## config.mk

```make
export PLATFORM = sky130hd
export DESIGN_NAME = optical_touch_panel_adc_adapter
export DESIGN_NICKNAME = d
export VERILOG_FILES = /design/src/rtl/otp_pkg.sv /design/src/rtl/otp_beam.sv /design/src/rtl/otp_regs.sv /design/src/rtl/optical_touch_panel_adc_adapter.sv
export SDC_FILE = /design/constraint.sdc
export NUM_CORES = 1
export LEC_CHECK = 0
export BUFFER_PORTS_ARGS = -buffer_cell sky130_fd_sc_hd__buf_2
export CAP_MARGIN = 20
export CORE_MARGIN = 2
export CORE_UTILIZATION = 63
export CTS_CLUSTER_SIZE = 30
export DETAILED_ROUTE_END_ITERATION = 12
export GPL_ROUTABILITY_DRIVEN = 1
export GPL_TIMING_DRIVEN = 0
export HOLD_SLACK_MARGIN = 0.06
export PLACE_DENSITY = 0.89
export SYNTH_ARGS = -nofsm -noshare
export SYNTH_HDL_FRONTEND = slang
export SYNTH_SLANG_ARGS = --single-unit
```

## constraint.sdc

```tcl
create_clock -name clock -period 8.9 [get_ports clock]
set_input_delay 0 -clock clock [delete_from_list [all_inputs] [get_ports clock]]
set_output_delay 0 -clock clock [all_outputs]
set_load 0.005 [all_outputs]
```

## src/rtl/otp_pkg.sv

```systemverilog
// Shared types and constants of the touch frame converter adapter.
package otp_pkg;

   // Beam geometry of the frame.
   localparam int TOTAL_BEAMS  = 64;
   localparam int ACROSS_BEAMS = 40;
   localparam int DOWN_BEAMS   = TOTAL_BEAMS - ACROSS_BEAMS;
   localparam int SCREEN_WIDTH = 640;
   localparam int HALF_ACROSS  = 8;
   localparam int HALF_DOWN    = 10;

   // Scaled tolerances of the exact hit compares.
   localparam int ACROSS_SCALE = 2 * ACROSS_BEAMS;
   localparam int ACROSS_SPAN  = 2 * HALF_ACROSS * ACROSS_BEAMS;
   localparam int DOWN_SCALE   = 2 * DOWN_BEAMS;
   localparam int DOWN_SPAN    = 2 * HALF_DOWN * DOWN_BEAMS;

   // Sample codes and read data constants.
   localparam logic [5:0] SAMPLE_CLEAR   = 6'h00;
   localparam logic [5:0] SAMPLE_DARK    = 6'h3f;
   localparam logic [5:0] SAMPLE_HIGH    = 6'h20;
   localparam logic [7:0] SELECT_NONE    = 8'hff;
   localparam logic [7:0] RECEIVER_RESET = 8'hff;

   // Configuration register indexes.
   typedef enum logic [1:0] {
      CSR_LCD_TOP       = 2'd0,
      CSR_LCD_CONTENT   = 2'd1,
      CSR_CONVERT_TICKS = 2'd2
   } csr_index_type;

   // Request kinds; the fourth code means nothing.
   typedef enum logic [1:0] {
      REQ_READ  = 2'd0,
      REQ_WRITE = 2'd1,
      REQ_TICK  = 2'd2
   } req_kind_type;

   // Register offsets.
   typedef enum logic [1:0] {
      PORT_SELECT  = 2'd0,
      PORT_DIAG    = 2'd1,
      PORT_CONTROL = 2'd2,
      PORT_RESULT  = 2'd3
   } port_sel_type;

   // One request beat.
   typedef struct packed {
      req_kind_type req_type;
      port_sel_type port;
      logic [7:0]   wdata;
      logic         touch_present;
      logic [9:0]   touch_x;
      logic [8:0]   touch_y;
      logic         lcd_power_ok;
   } item_type;

   // Configuration register values.
   typedef struct packed {
      logic [8:0]  lcd_top;
      logic [8:0]  lcd_content;
      logic [15:0] convert_ticks;
   } cfg_type;

endpackage

```

## src/rtl/otp_beam.sv

```systemverilog
// Beam hit test: decides whether the contact blocks the receiver's beam.
module otp_beam (
   input  logic                 touch_present,
   input  logic [9:0]           touch_x,
   input  logic [8:0]           touch_y,
   input  logic [7:0]           receiver,
   input  otp_pkg::cfg_type     cfg,
   output logic                 blocked
);

   logic [6:0]  beam_idx;
   logic [7:0]  beam_odd;
   logic [6:0]  down_k;
   logic [7:0]  down_odd;
   logic [19:0] across_lhs;
   logic [19:0] across_ctr;
   logic        across_hit;
   logic [8:0]  py;
   logic        py_inside;
   logic [19:0] down_lhs;
   logic [19:0] down_ctr;
   logic        down_hit;

   // Beam index from the receiver latch: high nibble by eight plus low three bits.
   assign beam_idx = {receiver[7:4], receiver[2:0]};

   // Across beams: |2*A*x - (2k+1)*640| <= 16*A.
   assign beam_odd   = {beam_idx, 1'b1};
   assign across_lhs = 20'(touch_x) * 20'(otp_pkg::ACROSS_SCALE);
   assign across_ctr = 20'(beam_odd) * 20'(otp_pkg::SCREEN_WIDTH);
   assign across_hit = (across_lhs + 20'(otp_pkg::ACROSS_SPAN) >= across_ctr) &&
                       (across_lhs <= across_ctr + 20'(otp_pkg::ACROSS_SPAN));

   // Down beams: row must fall inside the content band, then the scaled compare.
   assign down_k    = beam_idx - 7'(otp_pkg::ACROSS_BEAMS);
   assign down_odd  = {down_k, 1'b1};
   assign py        = touch_y - cfg.lcd_top;
   assign py_inside = (touch_y >= cfg.lcd_top) && (py < cfg.lcd_content);
   assign down_lhs  = 20'(py) * 20'(otp_pkg::DOWN_SCALE);
   assign down_ctr  = 20'(down_odd) * 20'(cfg.lcd_content);
   assign down_hit  = py_inside &&
                      (down_lhs + 20'(otp_pkg::DOWN_SPAN) >= down_ctr) &&
                      (down_lhs <= down_ctr + 20'(otp_pkg::DOWN_SPAN));

   // Pick the beam group; indexes past the last beam never block.
   always_comb begin
      blocked = 1'b0;
      if (touch_present && ({1'b0, beam_idx} < 8'(otp_pkg::TOTAL_BEAMS))) begin
         if ({1'b0, beam_idx} < 8'(otp_pkg::ACROSS_BEAMS)) begin
            blocked = across_hit;
         end else begin
            blocked = down_hit;
         end
      end
   end

endmodule

```

## src/rtl/otp_regs.sv

```systemverilog
// Adapter latches and conversion countdown, with the read data of each beat.
module otp_regs (
   input  logic                 clock,
   input  logic                 reset,
   input  logic                 fire,
   input  otp_pkg::item_type    item,
   input  otp_pkg::cfg_type     cfg,
   output logic [7:0]           rdata
);

   logic [7:0]  select_ff,   select_in;
   logic [3:0]  control_ff,  control_in;
   logic [7:0]  receiver_ff, receiver_in;
   logic        driver_ff,   driver_in;
   logic        ready_ff,    ready_in;
   logic [5:0]  held_ff,     held_in;
   logic [5:0]  result_ff,   result_in;
   logic [15:0] count_ff,    count_in;
   logic        active_ff,   active_in;

   logic        ctrl_write;
   logic [7:0]  receiver_eff;
   logic        driver_eff;
   logic        blocked;
   logic [5:0]  sample;

   // A control write samples with its own receiver copy and driver bit.
   assign ctrl_write   = (item.req_type == otp_pkg::REQ_WRITE) &&
                         (item.port == otp_pkg::PORT_CONTROL);
   assign receiver_eff = (ctrl_write && item.wdata[2]) ? select_ff : receiver_ff;
   assign driver_eff   = ctrl_write ? item.wdata[1] : driver_ff;

   otp_beam u_beam (
      .touch_present (item.touch_present),
      .touch_x       (item.touch_x),
      .touch_y       (item.touch_y),
      .receiver      (receiver_eff),
      .cfg           (cfg),
      .blocked       (blocked)
   );

   assign sample = (driver_eff && !blocked) ? otp_pkg::SAMPLE_CLEAR : otp_pkg::SAMPLE_DARK;

   // Next state and read data for the beat in the item register.
   always_comb begin
      select_in   = select_ff;
      control_in  = control_ff;
      receiver_in = receiver_ff;
      driver_in   = driver_ff;
      ready_in    = ready_ff;
      held_in     = held_ff;
      result_in   = result_ff;
      count_in    = count_ff;
      active_in   = active_ff;
      rdata       = 8'h00;
      unique case (item.req_type)
         otp_pkg::REQ_READ: begin
            unique case (item.port)
               otp_pkg::PORT_SELECT: begin
                  rdata = select_ff;
               end
               otp_pkg::PORT_DIAG: begin
                  rdata = {1'b0, select_ff != otp_pkg::SELECT_NONE, 3'b000,
                           sample >= otp_pkg::SAMPLE_HIGH, item.lcd_power_ok, 1'b1};
               end
               otp_pkg::PORT_CONTROL: begin
                  rdata = {4'h0, !ready_ff, control_ff[2:0]};
               end
               otp_pkg::PORT_RESULT: begin
                  rdata    = {2'b00, result_ff};
                  ready_in = 1'b0;
               end
               default: ;
            endcase
         end
         otp_pkg::REQ_WRITE: begin
            if (item.port == otp_pkg::PORT_SELECT) begin
               select_in = item.wdata;
            end else if (item.port == otp_pkg::PORT_CONTROL) begin
               control_in = item.wdata[3:0];
               if (item.wdata[2]) begin
                  receiver_in = select_ff;
               end
               driver_in = item.wdata[1];
               // Start bit high aborts; its falling edge samples and starts counting.
               if (item.wdata[3]) begin
                  active_in = 1'b0;
                  ready_in  = 1'b0;
               end else if (control_ff[3]) begin
                  ready_in  = 1'b0;
                  held_in   = sample;
                  count_in  = cfg.convert_ticks;
                  active_in = 1'b1;
               end
            end
         end
         otp_pkg::REQ_TICK: begin
            if (active_ff) begin
               if (count_ff <= 16'd1) begin
                  count_in  = 16'd0;
                  active_in = 1'b0;
                  result_in = held_ff;
                  ready_in  = 1'b1;
               end else begin
                  count_in = count_ff - 16'd1;
               end
            end
         end
         default: ;
      endcase
   end

   // State registers advance once per beat.
   always_ff @(posedge clock) begin
      if (reset) begin
         select_ff   <= 8'h00;
         control_ff  <= 4'h0;
         receiver_ff <= otp_pkg::RECEIVER_RESET;
         driver_ff   <= 1'b0;
         ready_ff    <= 1'b0;
         held_ff     <= 6'h00;
         result_ff   <= 6'h00;
         count_ff    <= 16'd0;
         active_ff   <= 1'b0;
      end else if (fire) begin
         select_ff   <= select_in;
         control_ff  <= control_in;
         receiver_ff <= receiver_in;
         driver_ff   <= driver_in;
         ready_ff    <= ready_in;
         held_ff     <= held_in;
         result_ff   <= result_in;
         count_ff    <= count_in;
         active_ff   <= active_in;
      end
   end

endmodule

```

## src/rtl/optical_touch_panel_adc_adapter.sv

```systemverilog
// Top level of the touch frame converter adapter: channels, item and result registers.
//
//   channel   direction   beat carries
//   req_      in          one bus read, bus write or microsecond tick with touch state
//   rsp_      out         rdata for that beat
//   csr_      in          register index and write data
//
// Each beat passes through the item register and then the result register. The latch
// update sits between them, so one beat per cycle is sustained while rsp_ready is high.
// A new beat is taken while a result waits, as long as the result register drains.
// Synchronous reset clears the latches (receiver latch: all ones) and sets cfg defaults.
module optical_touch_panel_adc_adapter (
   input  logic        clock,
   input  logic        reset,
   input  logic        req_valid,
   output logic        req_ready,
   input  logic [1:0]  req_type,
   input  logic [1:0]  req_port,
   input  logic [7:0]  req_wdata,
   input  logic        req_touch_present,
   input  logic [9:0]  req_touch_x,
   input  logic [8:0]  req_touch_y,
   input  logic        req_lcd_power_ok,
   output logic        rsp_valid,
   input  logic        rsp_ready,
   output logic [7:0]  rsp_rdata,
   input  logic        csr_valid,
   output logic        csr_ready,
   input  logic [1:0]  csr_index,
   input  logic [15:0] csr_wdata
);

   otp_pkg::cfg_type  cfg_ff;
   otp_pkg::item_type item_ff;
   logic              item_valid_ff;
   logic              rsp_valid_ff;
   logic [7:0]        rsp_rdata_ff;
   logic              advance;
   logic              req_fire;
   logic [7:0]        rdata;

   assign advance   = item_valid_ff && (!rsp_valid_ff || rsp_ready);
   assign req_ready = !item_valid_ff || advance;
   assign req_fire  = req_valid && req_ready;
   assign csr_ready = 1'b1;
   assign rsp_valid = rsp_valid_ff;
   assign rsp_rdata = rsp_rdata_ff;

   // Configuration registers.
   always_ff @(posedge clock) begin
      if (reset) begin
         cfg_ff.lcd_top       <= 9'd0;
         cfg_ff.lcd_content   <= 9'd480;
         cfg_ff.convert_ticks <= 16'd10;
      end else if (csr_valid && csr_ready) begin
         unique case (otp_pkg::csr_index_type'(csr_index))
            otp_pkg::CSR_LCD_TOP:       cfg_ff.lcd_top       <= csr_wdata[8:0];
            otp_pkg::CSR_LCD_CONTENT:   cfg_ff.lcd_content   <= csr_wdata[8:0];
            otp_pkg::CSR_CONVERT_TICKS: cfg_ff.convert_ticks <= csr_wdata;
            default: ;
         endcase
      end
   end

   // Item register.
   always_ff @(posedge clock) begin
      if (reset) begin
         item_valid_ff <= 1'b0;
      end else if (req_fire) begin
         item_valid_ff <= 1'b1;
      end else if (advance) begin
         item_valid_ff <= 1'b0;
      end
   end

   always_ff @(posedge clock) begin
      if (req_fire) begin
         item_ff.req_type      <= otp_pkg::req_kind_type'(req_type);
         item_ff.port          <= otp_pkg::port_sel_type'(req_port);
         item_ff.wdata         <= req_wdata;
         item_ff.touch_present <= req_touch_present;
         item_ff.touch_x       <= req_touch_x;
         item_ff.touch_y       <= req_touch_y;
         item_ff.lcd_power_ok  <= req_lcd_power_ok;
      end
   end

   otp_regs u_regs (
      .clock (clock),
      .reset (reset),
      .fire  (advance),
      .item  (item_ff),
      .cfg   (cfg_ff),
      .rdata (rdata)
   );

   // Result register.
   always_ff @(posedge clock) begin
      if (reset) begin
         rsp_valid_ff <= 1'b0;
      end else if (advance) begin
         rsp_valid_ff <= 1'b1;
      end else if (rsp_ready) begin
         rsp_valid_ff <= 1'b0;
      end
   end

   always_ff @(posedge clock) begin
      if (advance) begin
         rsp_rdata_ff <= rdata;
      end
   end

`ifndef SYNTHESIS
   // A beat in the item register that cannot move on is kept.
   assert property (@(posedge clock) disable iff (reset)
      item_valid_ff && !advance |=> item_valid_ff)
      else $error("item register lost a beat while stalled");

   // Every beat that leaves the item register shows up as a result.
   assert property (@(posedge clock) disable iff (reset)
      advance |=> rsp_valid)
      else $error("result missing after item advanced");

   // Only reads return nonzero data.
   assert property (@(posedge clock) disable iff (reset)
      advance && (item_ff.req_type != otp_pkg::REQ_READ) |=> rsp_rdata == 8'h00)
      else $error("nonzero read data for a write or tick");

   // Input is refused only while a beat is held back by the result side.
   assert property (@(posedge clock) disable iff (reset)
      !req_ready |-> item_valid_ff && rsp_valid_ff && !rsp_ready)
      else $error("request refused without a stall");
`endif

endmodule
```

==> metrics.md <==
| Metric | Value |
|---|---|
| Largest net degree at the start of global routing | `34` |
| Post-DP Area | `11100 µm²` |
| CTS Buf Count | `17` |
| Share of the synthesized area in the top cell type | `17.2%` |
| CTS max path bufs | `2` |
| Later-pin clock latency in the skew report | `0.42 ns` |
| Worst R2R Path Depth | `28` |
| H-tree depth | `4` |
| P_leak | `5.48 nW` |
| Worst-margin pin slew | `0.967 ns` |
| Total gr overflow | `0` |
| RSZ-0062 raised after global routing | `no` |
| Hpwl dp | `19.3 mm` |
| R2R Path Start | `item_ff[32]` |
| Number of enable flip-flop cells after synthesis | `41` |
| Vias in the first global route | `9901` |
| Final nets | `1571` |
| Startpoint Class | `flop` |
| Crit path required time | `9.04 ns` |
| Share of cells above drive strength 1 | `9.57%` |
| Clock slew at reported path FFs | `0.07 ns` |
| Ys async rst share | `0%` |
| Arrival @ worst endpoint | `8.60 ns` |
| Crit share post-route | `95.0%` |
| Synth cell count leaders | `ha_1, inv_1, nand2_1` |
| Max-Cap Viols | `0` |
| Gpl congestion | `0.947` |
| DRC Markers | `0` |
| Final Hold Fails | `0` |
| Placed insts | `1472` |
| Critical path type | `reg -> reg` |
| Area growth from synthesis to final layout | `16.9%` |
| Yosys top cell by area | `ha_1` |
| Synth Area per Inst | `8.82 µm²` |
| CTS tree | `built` |
| Final setup TNS | `0 ns` |
| Reg2reg setup slack | `0.44 ns` |
| IO Count | `67` |
| Core Region | `16400 µm²` |
| Worst slack at placement | `0.505 ns` |
| Slowest cell on crit path | `xnor2_1` |
| DR pass1 iterations | `5` |
| Ant diodes | `0` |
| Full die area | `17700 µm²` |
| Status | `finished clean` |
| Post-Layout Cell Count | `1558` |
| Hold Path Cell Cnt | `2` |
| Yosys warns | `0` |
| Final Power | `3.19 mW` |
| Critical path peak fanout | `10` |
| Hold_sp | `reset` |
| Final worst slack | `0.445 ns` |
| Postcts setup bufs | `0` |
| PD cells | `260 nW/µm²` |
| DRT antenna net count | `0` |
| Fin area | `12200 µm²` |
| CP endpoint kind | `flop` |
| Met2 Track Usage GR | `58.6%` |
| Cell Area, Synth | `10500 µm²` |
| IO Port Bufs | `64` |
| Worst Skew | `0.0123 ns` |
| Fin crit period | `8.46 ns` |
| Number of distinct library cells after synthesis | `83` |
| Final wirelength | `28.8 mm` |
| Chip height | `133 µm` |
| Fill cells | `1007` |
| Initial antenna violation count | `0` |
| Mapped Nets | `1434` |
| DR iter-0 viols | `893` |
| Starting density of the core | `63.8%` |
| Via density per instance | `6.13` |
| Grt met3 use | `5.40%` |
| Worst path bufs/invs | `4` |
| #FFs+latches synth | `116` |
| Top-count cell post-synth | `ha_1` |
| GR peak layer | `met2` |
| Worst slew margin | `35.4%` |
| Worst path top cell family by delay | `adder cells` |
| Die extent in x | `133 µm` |
| Rows | `47` |
| Grt met1 use | `38.1%` |
| Average wire per standard cell | `18.5 µm` |
| Via count | `9551` |
| Root Driver | `clkbuf_16` |
| Fmax | `0.118 GHz` |
| Global Route Usage Sum | `33.3%` |
| CP dominant cell by count | `fa_1` |
| Post-Synthesis Cells | `1188` |
| Min-delay worst type | `in -> reg` |
| First-pass GRT wire length | `47.4 mm` |
| Synth top area cells | `ha_1, dfxtp_1, edfxtp_1, fa_1, inv_1` |
| CP max stage delay | `0.63 ns` |
| Peak VDD IR | `293 µV` |
| Sequential fraction of the synthesis area | `26.1%` |
| # setup viols final | `0` |
| # clock sinks | `116` |
| Slew Viols, Final | `0` |
| Top_reg_cell synth | `dfxtp_1` |
| Worst hold endpoint | `u_regs.control_ff[1]` |
| Reg-to-Reg End | `rsp_rdata[2]` |
==> metal layers <==
metal	up-vias	share of wire, %
met5	-	0
met4	0	6.1
met3	167	6.8
met2	559	49
met1	4420	38
li1	4405	-
==> worst reg2reg max path: cells and delay by family, from the launching register on <==
family	cells	cell delay [ns]
muxes	2	0.55
DFF	1	0.42
and+or+nand+nor	5	0.92
xor gates and xnor gates	2	0.74
AOI/OAI and AO/OA	8	2.20
adders and majority gates	7	2.88
buffers and inverters	4	0.46
==> cell type report <==
type                    count  area (µm²)  share of cell area, %
inverters                 142         533                   4.35
repair buffers            118         861                   7.03
clock buffers              17         425                   3.47
clock inverters            15         181                   1.48
well taps                 220         275                   2.25
plain buffers              33         140                   1.14
flip-flops and latches    116        2730                   22.3
multi-input cells         897        7100                   58.0
==> sequential cells by signal, indices dropped and copies added, names as in the netlist <==
signal              cells
u_regs.select_ff        8
rsp_rdata               8
cfg_ff                 34
u_regs.ready_ff         1
u_regs.control_ff       4
item_ff                33
rsp_valid               1
u_regs.result_ff        1
u_regs.held_ff          1
u_regs.receiver_ff      7
u_regs.count_ff        16
item_valid_ff           1
u_regs.active_ff        1
==> per-stage QoR <==
step,hold WS (ns),util [%]
after floorplan,0.0989,-
after global placement,0.176,67.5
after detailed placement,0.178,67.5
after CTS,0.0676,74.5
after global routing,0.0932,74.7
final,0.0943,74.7
==> kinds of logic (layout without fill, tap and decap cells) <==
kind of cell               Yosys count  in the layout  share of synthesized area [%]
AOI/OAI and AO/OA                  255            255                           16.5
xor gates and xnor gates            67             67                           5.60
adders and majority gates          190            190                           26.0
buffers and inverters              175            325                           6.43
DFF                                116            116                           26.1
muxes                               20             20                           2.22
other                                2              2                         0.0717
and+or+nand+nor                    363            363                           17.1
==> power by group <==
part	switching (mW)	internal, mW	total (mW)
clock network	0.291	0.426	0.717
registers	0.0181	0.570	0.588
logic	1.09	0.797	1.88
total	1.39	1.79	3.19
==> what timing repair did <==
action                                  in CTS  in global routing
hold buffers                                54                  0
resized for setup                            0                  6
endpoints found under the setup margin       0                  2
hold endpoints to repair                    71                  0
==> layout by cell type (no fill, tap or decap), types with 8 or more instances in the layout <==
| master | count |
|---|---|
| a21oi_1 | 82 |
| nor2_1 | 104 |
| nand3_1 | 18 |
| ha_1 | 144 |
| nor2b_1 | 19 |
| nand2b_1 | 12 |
| dfxtp_1 | 75 |
| nand2_1 | 105 |
| and3_1 | 14 |
| xnor2_1 | 43 |
| edfxtp_1 | 41 |
| and2_1 | 20 |
| a21o_1 | 21 |
| fa_1 | 46 |
| o21a_1 | 11 |
| o21ai_0 | 38 |
| dlygate4sd3_1 | 54 |
| nor4_1 | 8 |
| mux2i_1 | 12 |
| a211o_1 | 11 |
| buf_2 | 65 |
| clkbuf_16 | 17 |
| a211oi_1 | 9 |
| nor3_1 | 15 |
| inv_1 | 141 |
| clkbuf_1 | 29 |
| xor2_1 | 22 |
| nand4_1 | 8 |
==> how the worst max path moves through the flow <==
stage	from	endpoint	slack [ns]	depth (start not counted)
5_1_grt	item_ff[32]	rsp_rdata[2]	0.06	29
3_5_place_dp	item_ff[32]	rsp_rdata[2]	0.51	28
6_report	item_ff[32]	rsp_rdata[2]	0.44	28
4_1_cts	item_ff[32]	rsp_rdata[2]	0.47	28
3_3_place_gp	item_ff[32]	rsp_rdata[2]	0.64	29
2_1_floorplan	item_ff[32]	rsp_rdata[2]	1.65	31
Note: power is estimated with default switching activity, not from simulation.
